## config.mk

```make
export PLATFORM = sky130hd
export DESIGN_NAME = life_generation_stencil_core
export DESIGN_NICKNAME = d
export VERILOG_FILES = /design/src/rtl/core/lgs_pkg.sv /design/src/rtl/core/life_generation_stencil_core.sv /design/src/rtl/core/lgs_front.sv /design/src/rtl/core/lgs_queue.sv /design/src/rtl/core/lgs_back.sv
export SDC_FILE = /design/constraint.sdc
export NUM_CORES = 2
export LEC_CHECK = 0
export ABC_AREA = 1
export BUFFER_PORTS_ARGS = -buffer_cell sky130_fd_sc_hd__buf_2
export CORE_MARGIN = 4
export CORE_UTILIZATION = 60
export CTS_BUF_LIST = sky130_fd_sc_hd__clkbuf_8
export CTS_CLUSTER_DIAMETER = 40
export DETAILED_ROUTE_END_ITERATION = 16
export PLACE_DENSITY = 0.79
export SKIP_CTS_REPAIR_TIMING = 1
export SYNTH_ARGS = -nofsm -noshare
export SYNTH_HDL_FRONTEND = slang
export SYNTH_HIERARCHICAL = 1
export SYNTH_SLANG_ARGS = --single-unit
export TNS_END_PERCENT = 100
```

## constraint.sdc

```tcl
create_clock -name i_clk -period 14.27 [get_ports i_clk]
set_input_delay 0.7135 -clock i_clk [delete_from_list [all_inputs] [get_ports i_clk]]
set_output_delay 0.7135 -clock i_clk [all_outputs]
set_load 0.02 [all_outputs]
```

## src/rtl/core/lgs_pkg.sv

```systemverilog
package lgs_pkg;

    localparam int MAX_WIDTH  = 1024;
    localparam int MAX_HEIGHT = 1024;
    localparam int RESET_DIM  = 64;

    localparam int COORD_W   = 10;
    localparam int DIM_W     = 11;
    localparam int CFG_IDX_W = 1;
    localparam int WIN_W     = 9;
    localparam int CNT_W     = 4;

    localparam logic [CFG_IDX_W-1:0] REG_GRID_WIDTH  = 1'b0;
    localparam logic [CFG_IDX_W-1:0] REG_GRID_HEIGHT = 1'b1;

    localparam logic [CNT_W-1:0] BIRTH_COUNT   = 4'd3;
    localparam logic [CNT_W-1:0] SURVIVE_COUNT = 4'd2;

    // result slots of one queue entry, sent lowest first
    localparam int RES_A   = 0;  // interior/left-edge cell (x-1, y-1)
    localparam int RES_B   = 1;  // last column of previous row (x, y-1)
    localparam int RES_C   = 2;  // last row passthrough (x, y)
    localparam int NUM_RES = 3;

    localparam int QDEPTH = 4;
    localparam int QPTR_W = $clog2(QDEPTH);
    localparam int QCNT_W = $clog2(QDEPTH + 1);

    typedef logic [COORD_W-1:0] t_coord;
    typedef logic [NUM_RES-1:0] t_res_mask;

    typedef struct packed {
        t_coord    x;
        t_coord    y;
        t_res_mask mask;
        logic      a_alive;
        logic      a_changed;
        logic      b_alive;
        logic      c_alive;
        logic      eof;
    } t_entry;

    typedef struct packed {
        logic full;
        logic empty;
    } t_q_status;

    // register value -> last valid index, zero taken as one, saturated at maxv
    function automatic t_coord dim_to_last(input logic [DIM_W-1:0] v, input int maxv);
        t_coord r;
        if (v == '0) begin
            r = '0;
        end else if (int'(v) > maxv) begin
            r = t_coord'(maxv - 1);
        end else begin
            r = t_coord'(v - 1'b1);
        end
        return r;
    endfunction

    function automatic logic [CNT_W-1:0] popcount9(input logic [WIN_W-1:0] v);
        logic [CNT_W-1:0] n;
        n = '0;
        for (int i = 0; i < WIN_W; i++) begin
            n = n + CNT_W'(v[i]);
        end
        return n;
    endfunction

endpackage

```

## src/rtl/core/life_generation_stencil_core.sv

```systemverilog
// channel | direction | handshake                  | payload
// input   | in        | i_in_valid / o_in_stall    | i_cell_alive
// output  | out       | o_out_valid / i_out_stall  | o_cell_x, o_cell_y, o_alive_next,
//         |           |                            | o_changed, o_last_of_run, o_end_of_frame
// config  | in        | i_cfg_we                   | i_cfg_idx, i_cfg_data
//
// Cycles: one cell transaction per clock while each cell yields at most one result and
//   the output is not stalled; the output register sends one result per clock unless
//   stalled. A last-column cell yields two results, absorbed by the 4-entry queue. In
//   the last row every cell but column 0 yields two (three at the corner), so once the
//   queue fills the input stalls. Results pass the front stage, queue and output register.
// Reset: synchronous, active low; counters, window, queue and output valid clear.
//   Row buffer is not cleared (no clearing pass); entries are written before use.
// Stalls: output stall backs up the queue, then the front stage, then o_in_stall.
module life_generation_stencil_core (
    input  logic                         i_clk,
    input  logic                         i_rst_n,
    input  logic                         i_cfg_we,
    input  logic [lgs_pkg::CFG_IDX_W-1:0] i_cfg_idx,
    input  logic [lgs_pkg::DIM_W-1:0]     i_cfg_data,
    input  logic                         i_in_valid,
    output logic                         o_in_stall,
    input  logic                         i_cell_alive,
    output logic                         o_out_valid,
    input  logic                         i_out_stall,
    output logic [lgs_pkg::COORD_W-1:0]   o_cell_x,
    output logic [lgs_pkg::COORD_W-1:0]   o_cell_y,
    output logic                         o_alive_next,
    output logic                         o_changed,
    output logic                         o_last_of_run,
    output logic                         o_end_of_frame
);
    import lgs_pkg::*;

    // front -> queue
    logic      push;
    t_entry    push_entry;
    // queue -> back
    t_entry    head_entry;
    t_q_status q_status;
    logic      pop;

    // Front: raster counters, 2-bit row buffer (rows y-2 and y-1), 3x3 window
    // and B3/S23 rule; packs up to three results for one cell into one entry.
    lgs_front u_front (
        .i_clk        (i_clk),
        .i_rst_n      (i_rst_n),
        .i_cfg_we     (i_cfg_we),
        .i_cfg_idx    (i_cfg_idx),
        .i_cfg_data   (i_cfg_data),
        .i_in_valid   (i_in_valid),
        .o_in_stall   (o_in_stall),
        .i_cell_alive (i_cell_alive),
        .o_push       (push),
        .o_entry      (push_entry),
        .i_q_status   (q_status)
    );

    // Short decoupling queue; entries with no result are never pushed.
    lgs_queue u_queue (
        .i_clk    (i_clk),
        .i_rst_n  (i_rst_n),
        .i_push   (push),
        .i_entry  (push_entry),
        .i_pop    (pop),
        .o_entry  (head_entry),
        .o_status (q_status)
    );

    // Back: walks the head entry's result slots in order, one per clock unless the
    // output is stalled, into the output register; flags last_of_run / end_of_frame.
    lgs_back u_back (
        .i_clk          (i_clk),
        .i_rst_n        (i_rst_n),
        .i_entry        (head_entry),
        .i_q_status     (q_status),
        .o_pop          (pop),
        .o_out_valid    (o_out_valid),
        .i_out_stall    (i_out_stall),
        .o_cell_x       (o_cell_x),
        .o_cell_y       (o_cell_y),
        .o_alive_next   (o_alive_next),
        .o_changed      (o_changed),
        .o_last_of_run  (o_last_of_run),
        .o_end_of_frame (o_end_of_frame)
    );

endmodule

```

## src/rtl/core/lgs_front.sv

```systemverilog
module lgs_front (
    input  logic                         i_clk,
    input  logic                         i_rst_n,
    input  logic                         i_cfg_we,
    input  logic [lgs_pkg::CFG_IDX_W-1:0] i_cfg_idx,
    input  logic [lgs_pkg::DIM_W-1:0]     i_cfg_data,
    input  logic                         i_in_valid,
    output logic                         o_in_stall,
    input  logic                         i_cell_alive,
    output logic                         o_push,
    output lgs_pkg::t_entry              o_entry,
    input  lgs_pkg::t_q_status           i_q_status
);
    import lgs_pkg::*;

    t_coord r_w_last, r_h_last;
    t_coord r_col, r_row;
    t_coord r_s1_x, r_s1_y;
    logic   r_s1_valid, r_s1_c;
    logic   r_fwd;
    logic [1:0] r_fwd_data, r_rd;
    logic [WIN_W-1:0] r_win;
    // {row y-2, row y-1} per column
    logic [1:0] r_rowbuf [MAX_WIDTH];

    logic accept, s1_adv;
    logic above, above2, cur, nxt;
    logic [1:0] prev;
    logic [WIN_W-1:0] n_win;
    logic [CNT_W-1:0] nb;
    t_res_mask mask;
    t_coord n_col, n_row;

    always_comb begin
        prev   = r_fwd ? r_fwd_data : r_rd;
        above2 = prev[1];
        above  = prev[0];
        n_win  = {r_win[WIN_W-4:0], r_s1_c, above, above2};
        cur    = n_win[4];
        nb     = popcount9(n_win) - CNT_W'(cur);
        if (r_s1_x > t_coord'(1) && r_s1_y > t_coord'(1)) begin
            nxt = (nb == BIRTH_COUNT) || (cur && nb == SURVIVE_COUNT);
        end else begin
            nxt = cur;
        end
        mask[RES_A] = (r_s1_y != '0) && (r_s1_x != '0);
        mask[RES_B] = (r_s1_y != '0) && (r_s1_x == r_w_last);
        mask[RES_C] = (r_s1_y == r_h_last);

        o_entry.x         = r_s1_x;
        o_entry.y         = r_s1_y;
        o_entry.mask      = mask;
        o_entry.a_alive   = nxt;
        o_entry.a_changed = nxt ^ cur;
        o_entry.b_alive   = above;
        o_entry.c_alive   = r_s1_c;
        o_entry.eof       = (r_s1_x == r_w_last) && (r_s1_y == r_h_last);

        s1_adv     = r_s1_valid && ((mask == '0) || !i_q_status.full);
        o_push     = r_s1_valid && (mask != '0) && !i_q_status.full;
        o_in_stall = r_s1_valid && !s1_adv;
        accept     = i_in_valid && !o_in_stall;

        if (r_col == r_w_last) begin
            n_col = '0;
            n_row = (r_row == r_h_last) ? '0 : r_row + 1'b1;
        end else begin
            n_col = r_col + 1'b1;
            n_row = r_row;
        end
    end

    always_ff @(posedge i_clk) begin
        if (!i_rst_n) begin
            r_w_last   <= dim_to_last(DIM_W'(RESET_DIM), MAX_WIDTH);
            r_h_last   <= dim_to_last(DIM_W'(RESET_DIM), MAX_HEIGHT);
            r_col      <= '0;
            r_row      <= '0;
            r_win      <= '0;
            r_s1_valid <= 1'b0;
            r_fwd      <= 1'b0;
        end else begin
            if (i_cfg_we) begin
                unique case (i_cfg_idx)
                    REG_GRID_WIDTH:  r_w_last <= dim_to_last(i_cfg_data, MAX_WIDTH);
                    REG_GRID_HEIGHT: r_h_last <= dim_to_last(i_cfg_data, MAX_HEIGHT);
                    default: ;
                endcase
                r_col <= '0;
                r_row <= '0;
                r_win <= '0;
            end else begin
                if (accept) begin
                    r_col <= n_col;
                    r_row <= n_row;
                end
                if (s1_adv) begin
                    r_win <= n_win;
                end
            end
            if (accept) begin
                r_s1_valid <= 1'b1;
                // one column wide grid: read and write hit the same entry
                r_fwd      <= s1_adv && (r_s1_x == r_col);
            end else if (s1_adv) begin
                r_s1_valid <= 1'b0;
            end
        end
    end

    always_ff @(posedge i_clk) begin
        if (accept) begin
            r_s1_c     <= i_cell_alive;
            r_s1_x     <= r_col;
            r_s1_y     <= r_row;
            r_fwd_data <= {above, r_s1_c};
        end
    end

    always_ff @(posedge i_clk) begin
        if (s1_adv) begin
            r_rowbuf[r_s1_x] <= {above, r_s1_c};
        end
        if (accept) begin
            r_rd <= r_rowbuf[r_col];
        end
    end

    a_col_in_range: assert property (@(posedge i_clk) disable iff (!i_rst_n)
        (r_col <= r_w_last) && (r_row <= r_h_last))
        else $error("raster counter beyond grid");

endmodule

```

## src/rtl/core/lgs_queue.sv

```systemverilog
module lgs_queue (
    input  logic               i_clk,
    input  logic               i_rst_n,
    input  logic               i_push,
    input  lgs_pkg::t_entry    i_entry,
    input  logic               i_pop,
    output lgs_pkg::t_entry    o_entry,
    output lgs_pkg::t_q_status o_status
);
    import lgs_pkg::*;

    t_entry r_slot [QDEPTH];
    logic [QPTR_W-1:0] r_wr_ptr, r_rd_ptr;
    logic [QCNT_W-1:0] r_count;

    function automatic logic [QPTR_W-1:0] ptr_inc(input logic [QPTR_W-1:0] p);
        return (p == QPTR_W'(QDEPTH - 1)) ? '0 : p + 1'b1;
    endfunction

    assign o_status.full  = (r_count == QCNT_W'(QDEPTH));
    assign o_status.empty = (r_count == '0);
    assign o_entry        = r_slot[r_rd_ptr];

    always_ff @(posedge i_clk) begin
        if (!i_rst_n) begin
            r_wr_ptr <= '0;
            r_rd_ptr <= '0;
            r_count  <= '0;
        end else begin
            if (i_push) r_wr_ptr <= ptr_inc(r_wr_ptr);
            if (i_pop)  r_rd_ptr <= ptr_inc(r_rd_ptr);
            case ({i_push, i_pop})
                2'b10:   r_count <= r_count + 1'b1;
                2'b01:   r_count <= r_count - 1'b1;
                default: ;
            endcase
        end
    end

    always_ff @(posedge i_clk) begin
        if (i_push) r_slot[r_wr_ptr] <= i_entry;
    end

    a_no_overflow: assert property (@(posedge i_clk) disable iff (!i_rst_n)
        o_status.full |-> !i_push)
        else $error("push into full queue");

    a_no_underflow: assert property (@(posedge i_clk) disable iff (!i_rst_n)
        o_status.empty |-> !i_pop)
        else $error("pop from empty queue");

endmodule

```

## src/rtl/core/lgs_back.sv

```systemverilog
module lgs_back (
    input  logic                       i_clk,
    input  logic                       i_rst_n,
    input  lgs_pkg::t_entry            i_entry,
    input  lgs_pkg::t_q_status         i_q_status,
    output logic                       o_pop,
    output logic                       o_out_valid,
    input  logic                       i_out_stall,
    output logic [lgs_pkg::COORD_W-1:0] o_cell_x,
    output logic [lgs_pkg::COORD_W-1:0] o_cell_y,
    output logic                       o_alive_next,
    output logic                       o_changed,
    output logic                       o_last_of_run,
    output logic                       o_end_of_frame
);
    import lgs_pkg::*;

    t_res_mask r_done;
    logic      r_out_valid;
    t_coord    r_out_x, r_out_y;
    logic      r_out_alive, r_out_changed, r_out_last, r_out_eof;

    t_res_mask pending, sel;
    logic      out_load, last;
    t_coord    n_x, n_y;
    logic      n_alive, n_changed;

    always_comb begin
        pending = i_entry.mask & ~r_done;
        sel     = pending & (~pending + 1'b1);
        last    = ((pending & ~sel) == '0);
        if (sel[RES_A]) begin
            n_x       = i_entry.x - 1'b1;
            n_y       = i_entry.y - 1'b1;
            n_alive   = i_entry.a_alive;
            n_changed = i_entry.a_changed;
        end else if (sel[RES_B]) begin
            n_x       = i_entry.x;
            n_y       = i_entry.y - 1'b1;
            n_alive   = i_entry.b_alive;
            n_changed = 1'b0;
        end else begin
            n_x       = i_entry.x;
            n_y       = i_entry.y;
            n_alive   = i_entry.c_alive;
            n_changed = 1'b0;
        end
        out_load = !i_q_status.empty && (!r_out_valid || !i_out_stall);
        o_pop    = out_load && last;
    end

    always_ff @(posedge i_clk) begin
        if (!i_rst_n) begin
            r_done      <= '0;
            r_out_valid <= 1'b0;
        end else begin
            if (out_load) begin
                r_done      <= last ? '0 : (r_done | sel);
                r_out_valid <= 1'b1;
            end else if (!i_out_stall) begin
                r_out_valid <= 1'b0;
            end
        end
    end

    always_ff @(posedge i_clk) begin
        if (out_load) begin
            r_out_x       <= n_x;
            r_out_y       <= n_y;
            r_out_alive   <= n_alive;
            r_out_changed <= n_changed;
            r_out_last    <= last;
            r_out_eof     <= last && i_entry.eof;
        end
    end

    assign o_out_valid    = r_out_valid;
    assign o_cell_x       = r_out_x;
    assign o_cell_y       = r_out_y;
    assign o_alive_next   = r_out_alive;
    assign o_changed      = r_out_changed;
    assign o_last_of_run  = r_out_last;
    assign o_end_of_frame = r_out_eof;

    a_done_needs_head: assert property (@(posedge i_clk) disable iff (!i_rst_n)
        (r_done != '0) |-> !i_q_status.empty)
        else $error("partial entry progress without a queued entry");

    a_done_subset: assert property (@(posedge i_clk) disable iff (!i_rst_n)
        !i_q_status.empty |-> ((r_done & ~i_entry.mask) == '0) && (pending != '0))
        else $error("sent-result mask inconsistent with head entry");

endmodule
```

==> key figures <==
Yosys
  – Share of Yosys cell area claimed by the top area cell type: 67.4%
  – Warnings, synthesis: 6
  – Area leader, netlist: edfxtp_1
  – Syn_area_per_cell: 10.4 um2
  – Sequential-to-total area share from yosys stat: 68.6%
  – Post-Syn Nets: 9532
  – Synthesized cell area: 98400 um2
  – Synth Register Bits: 2270
  – Distinct cells, synth: 41
  – Gate Count Post-Synth: 9493
  – Area contributors post-synth: edfxtp_1, nor2_1, nand2_1

Place
  – Gpl congestion: 0.877
  – Port bufs: 43
  – Detailed Place HPWL: 141000 um

STA
  – Final Hold Fails: 0
  – Final Critical Period: 5.67 ns
  – Peak Freq: 176 MHz
  – Max-slew headroom: 9.30%
  – Final Cycle Share: 39.7%
  – Clock skew: 0.0967 ns
  – Worst-Margin Slew: 1.36 ns
  – Setup violations, final: 0
  – Fin. max-slew vios: 0
  – RSZ-0062 raised after global routing: false

Routing
  – DR top layer: met5
  – Residual DRC: 0
  – DRT antenna net count: 0
  – Met3 wire len: 36400 um
  – 1st-iter DRT viols: 11200
  – M1 wire length: 92000 um
  – WL met2: 122000 um
  – DRT Wirelength: 268000 um
  – Drt pass-1 iters: 8
  – Avg WL per Cell: 22.6 um
  – Vias: 71400
  – Vias per cell: 6.03

Clock network
  – CTS tree: done
  – # H-tree levels: 5
  – Maximum root-to-sink buffer count: 4
  – Clk slew on worst S/H paths: 0.06 ns
  – Root Buffer: clkbuf_8
  – CTS sink cnt: 2270
  – Insertion delay to the later sink of the worst-skew pair: 1.07 ns
  – CTS Buf Count: 377

GRT
  – Number of global-route vias before repair: 69900
  – Largest net degree at the start of global routing: 251
  – GRT Total Usage: 31.0%
  – Remaining Overflow, GRT: 0
  – First-pass GRT wire length: 401000 um
  – Initial antenna violation count: 6

Final layout
  – Area Growth Syn to Fin: 8.32%
  – Biggest register: u_front/r_rowbuf
  – Max FFs per register: 2048
  – Layout cell share with drive strength beyond 1: 7.26%
  – Regs by FF count: u_front/r_rowbuf x2048, u_queue/r_slot x112
  – Util after Layout: 65.4%
  – Final nets: 9416

Critical path
  – Max incr delay on CP: 0.97 ns
  – Number of cells on the critical path: 20
  – Critical path data required time: 15.18 ns
  – CP max FO: 196
  – Critical Path, Cell by Cell: inv_8 -> buf_4 -> buf_4 -> buf_4 -> nand2_1 -> nand2_1 -> nand2_1 -> o21ai_0 -> nand2_1 -> nand2_1 -> inv_1 -> nand2_1 -> nand2_1 -> nand2_1 -> inv_1 -> a21oi_1 -> nor2_1 -> nand2_1 -> nand3_1 -> nand2_1
  – Crit end category: flop
  – CP top delay family: buffers and inverters
  – Most common cell on crit path: nand2_1
  – Arrival @ worst endpoint: 6.58 ns
  – Crit start category: flop
  – Slowest CP cell: buf_4
  – Setup CP Type: flop to flop
  – WP buf/inv: 6
  – Reg2reg path depth: 20

Die
  – Die Wd: 413 um
  – Row Count: 148
  – Ports: 44
  – Die Span Y: 413 um
  – Die area: 171000 um2
  – Core Area: 163000 um2
  – Initial core utilization: 60.4%

Outcome
  – Status: complete, no violations

Worst hold path
  – Worst hold-check path type: input port to flop
  – Hold depth: 3

Run
  – Max_cap viols: 0

Pwr
  – Leak pwr: 38.0 nW
  – Worst VDD drop: 0.124 mV
  – Power Total: 13.8 mW
  – Pwr dens: 130 nW/um2
## placed cells by master (no fill, tap or decap), types with 6 or more instances in the layout
cell type,instances
o211ai_1,138
clkinv_2,34
o22ai_1,63
nand4_1,21
xnor2_1,14
or2_2,12
clkinvlp_4,17
bufinv_16,14
ha_1,14
inv_1,626
o21ai_0,821
nor2_1,2374
nor4_1,11
clkbuf_8,389
edfxtp_1,2209
buf_2,43
a21oi_1,130
buf_12,9
nand2_1,1728
dfxtp_1,57
clkinv_1,89
nand2_2,36
nand3_1,556
buf_4,111
nor3_1,24
xor2_1,41
fa_1,6
o21ai_1,19
## cell families (layout without fill, tap and decap cells)
logic type | count (synthesis) | after routing | synth area share (%)
AND/OR/NAND/NOR | 4786 | 4786 | 19.2
flip-flops | 2270 | 2270 | 68.6
buffers and inverters | 1180 | 1345 | 4.86
AO/OA/AOI/OAI | 1179 | 1179 | 6.44
XOR/XNOR | 55 | 55 | 0.489
adder cells (fa/ha/maj) | 21 | 21 | 0.320
multiplexers | 2 | 2 | 0.0216
other | 0 | 5 | 0
## synthesized netlist by cell type
master / number
inv_1: 508
nor3_1: 28
fa_1: 7
o211ai_1: 138
or2_2: 12
nand3_2: 1
buf_2: 217
buf_1: 70
dfxtp_1: 61
nand3_1: 556
xor2_1: 41
o21ai_0: 822
o21ai_1: 19
clkbuf_1: 357
nor2_1: 2377
a21boi_0: 1
a211oi_1: 3
a31oi_1: 2
o22ai_1: 63
nand2_1: 1761
mux2i_1: 1
nand2_4: 1
nand3b_1: 1
nand4_1: 21
edfxtp_1: 2209
buf_6: 7
a21oi_1: 130
mux2_2: 1
ha_1: 14
nor3b_1: 3
and3_1: 2
xnor2_1: 14
o221ai_1: 1
buf_4: 9
nor3_4: 3
nor2_4: 2
nand2_2: 3
nor4_1: 11
clkinv_1: 9
inv_2: 3
nor2_2: 4
## cell type report
class                           instances  area [um2]
Antenna cell                            5        12.5
Clock buffer                          389        5350
Clock inverter                        271        1500
Fill cell                           11900       56400
Inverter                              520        1980
Multi-Input combinational cell       6043       26200
Sequential cell                      2270       67600
Tap cell                             2175        2720
Timing Repair Buffer                  165        1250
## metrics by stage
step / instances / worst slack [ns] / TNS [ns] / hold WS [ns] / cell area (um2)
after detailed placement: 11200 / 8.83 / 0 / 0.446 / 99700
after global routing: 11800 / 8.28 / 0 / 0.0224 / 107000
after global placement: 11200 / 8.97 / 0 / 0.438 / 99700
after CTS: 11800 / 8.81 / 0 / -0.247 / 107000
after floorplan: 9493 / -0.789 / -515.50 / 0.406 / 98400
final: 11800 / 8.60 / 0 / 0.0789 / 107000
## worst paths after layout
check,startpoint,to,slack (ns)
hold reg to reg,u_back/r_done[2],u_back/r_done[2],0.46
hold / removal,i_in_valid,u_front/r_col[8],0.08
setup / recovery,u_front/r_col[0],u_front/r_rd[0],8.60
setup reg to reg,u_front/r_col[0],u_front/r_rd[0],8.60
## worst register-to-register path, stage by stage, from the launching register on
cell,delay (ns)
dfxtp_4,0.55
inv_8,0.76
buf_4,1.04
buf_4,0.81
buf_4,0.81
nand2_1,0.18
nand2_1,0.11
nand2_1,0.05
o21ai_0,0.13
nand2_1,0.07
nand2_1,0.08
inv_1,0.05
nand2_1,0.06
nand2_1,0.05
nand2_1,0.10
inv_1,0.04
a21oi_1,0.31
nor2_1,0.10
nand2_1,0.08
nand3_1,0.07
nand2_1,0.09
## power by group
group / internal, mW / total, mW / switching [mW]
Combinational: 0.242 / 1.00 / 0.759
Sequential: 7.47 / 7.51 / 0.0408
Clock: 2.77 / 5.31 / 2.54
## per-layer routing
layer  vias up  track usage, %
li1      31800               -
met1     33700            39.1
met2      4827            48.3
met3       994            8.45
met4         2            18.6
met5         -               0
No activity file was read; power rests on OpenSTA's default activity.
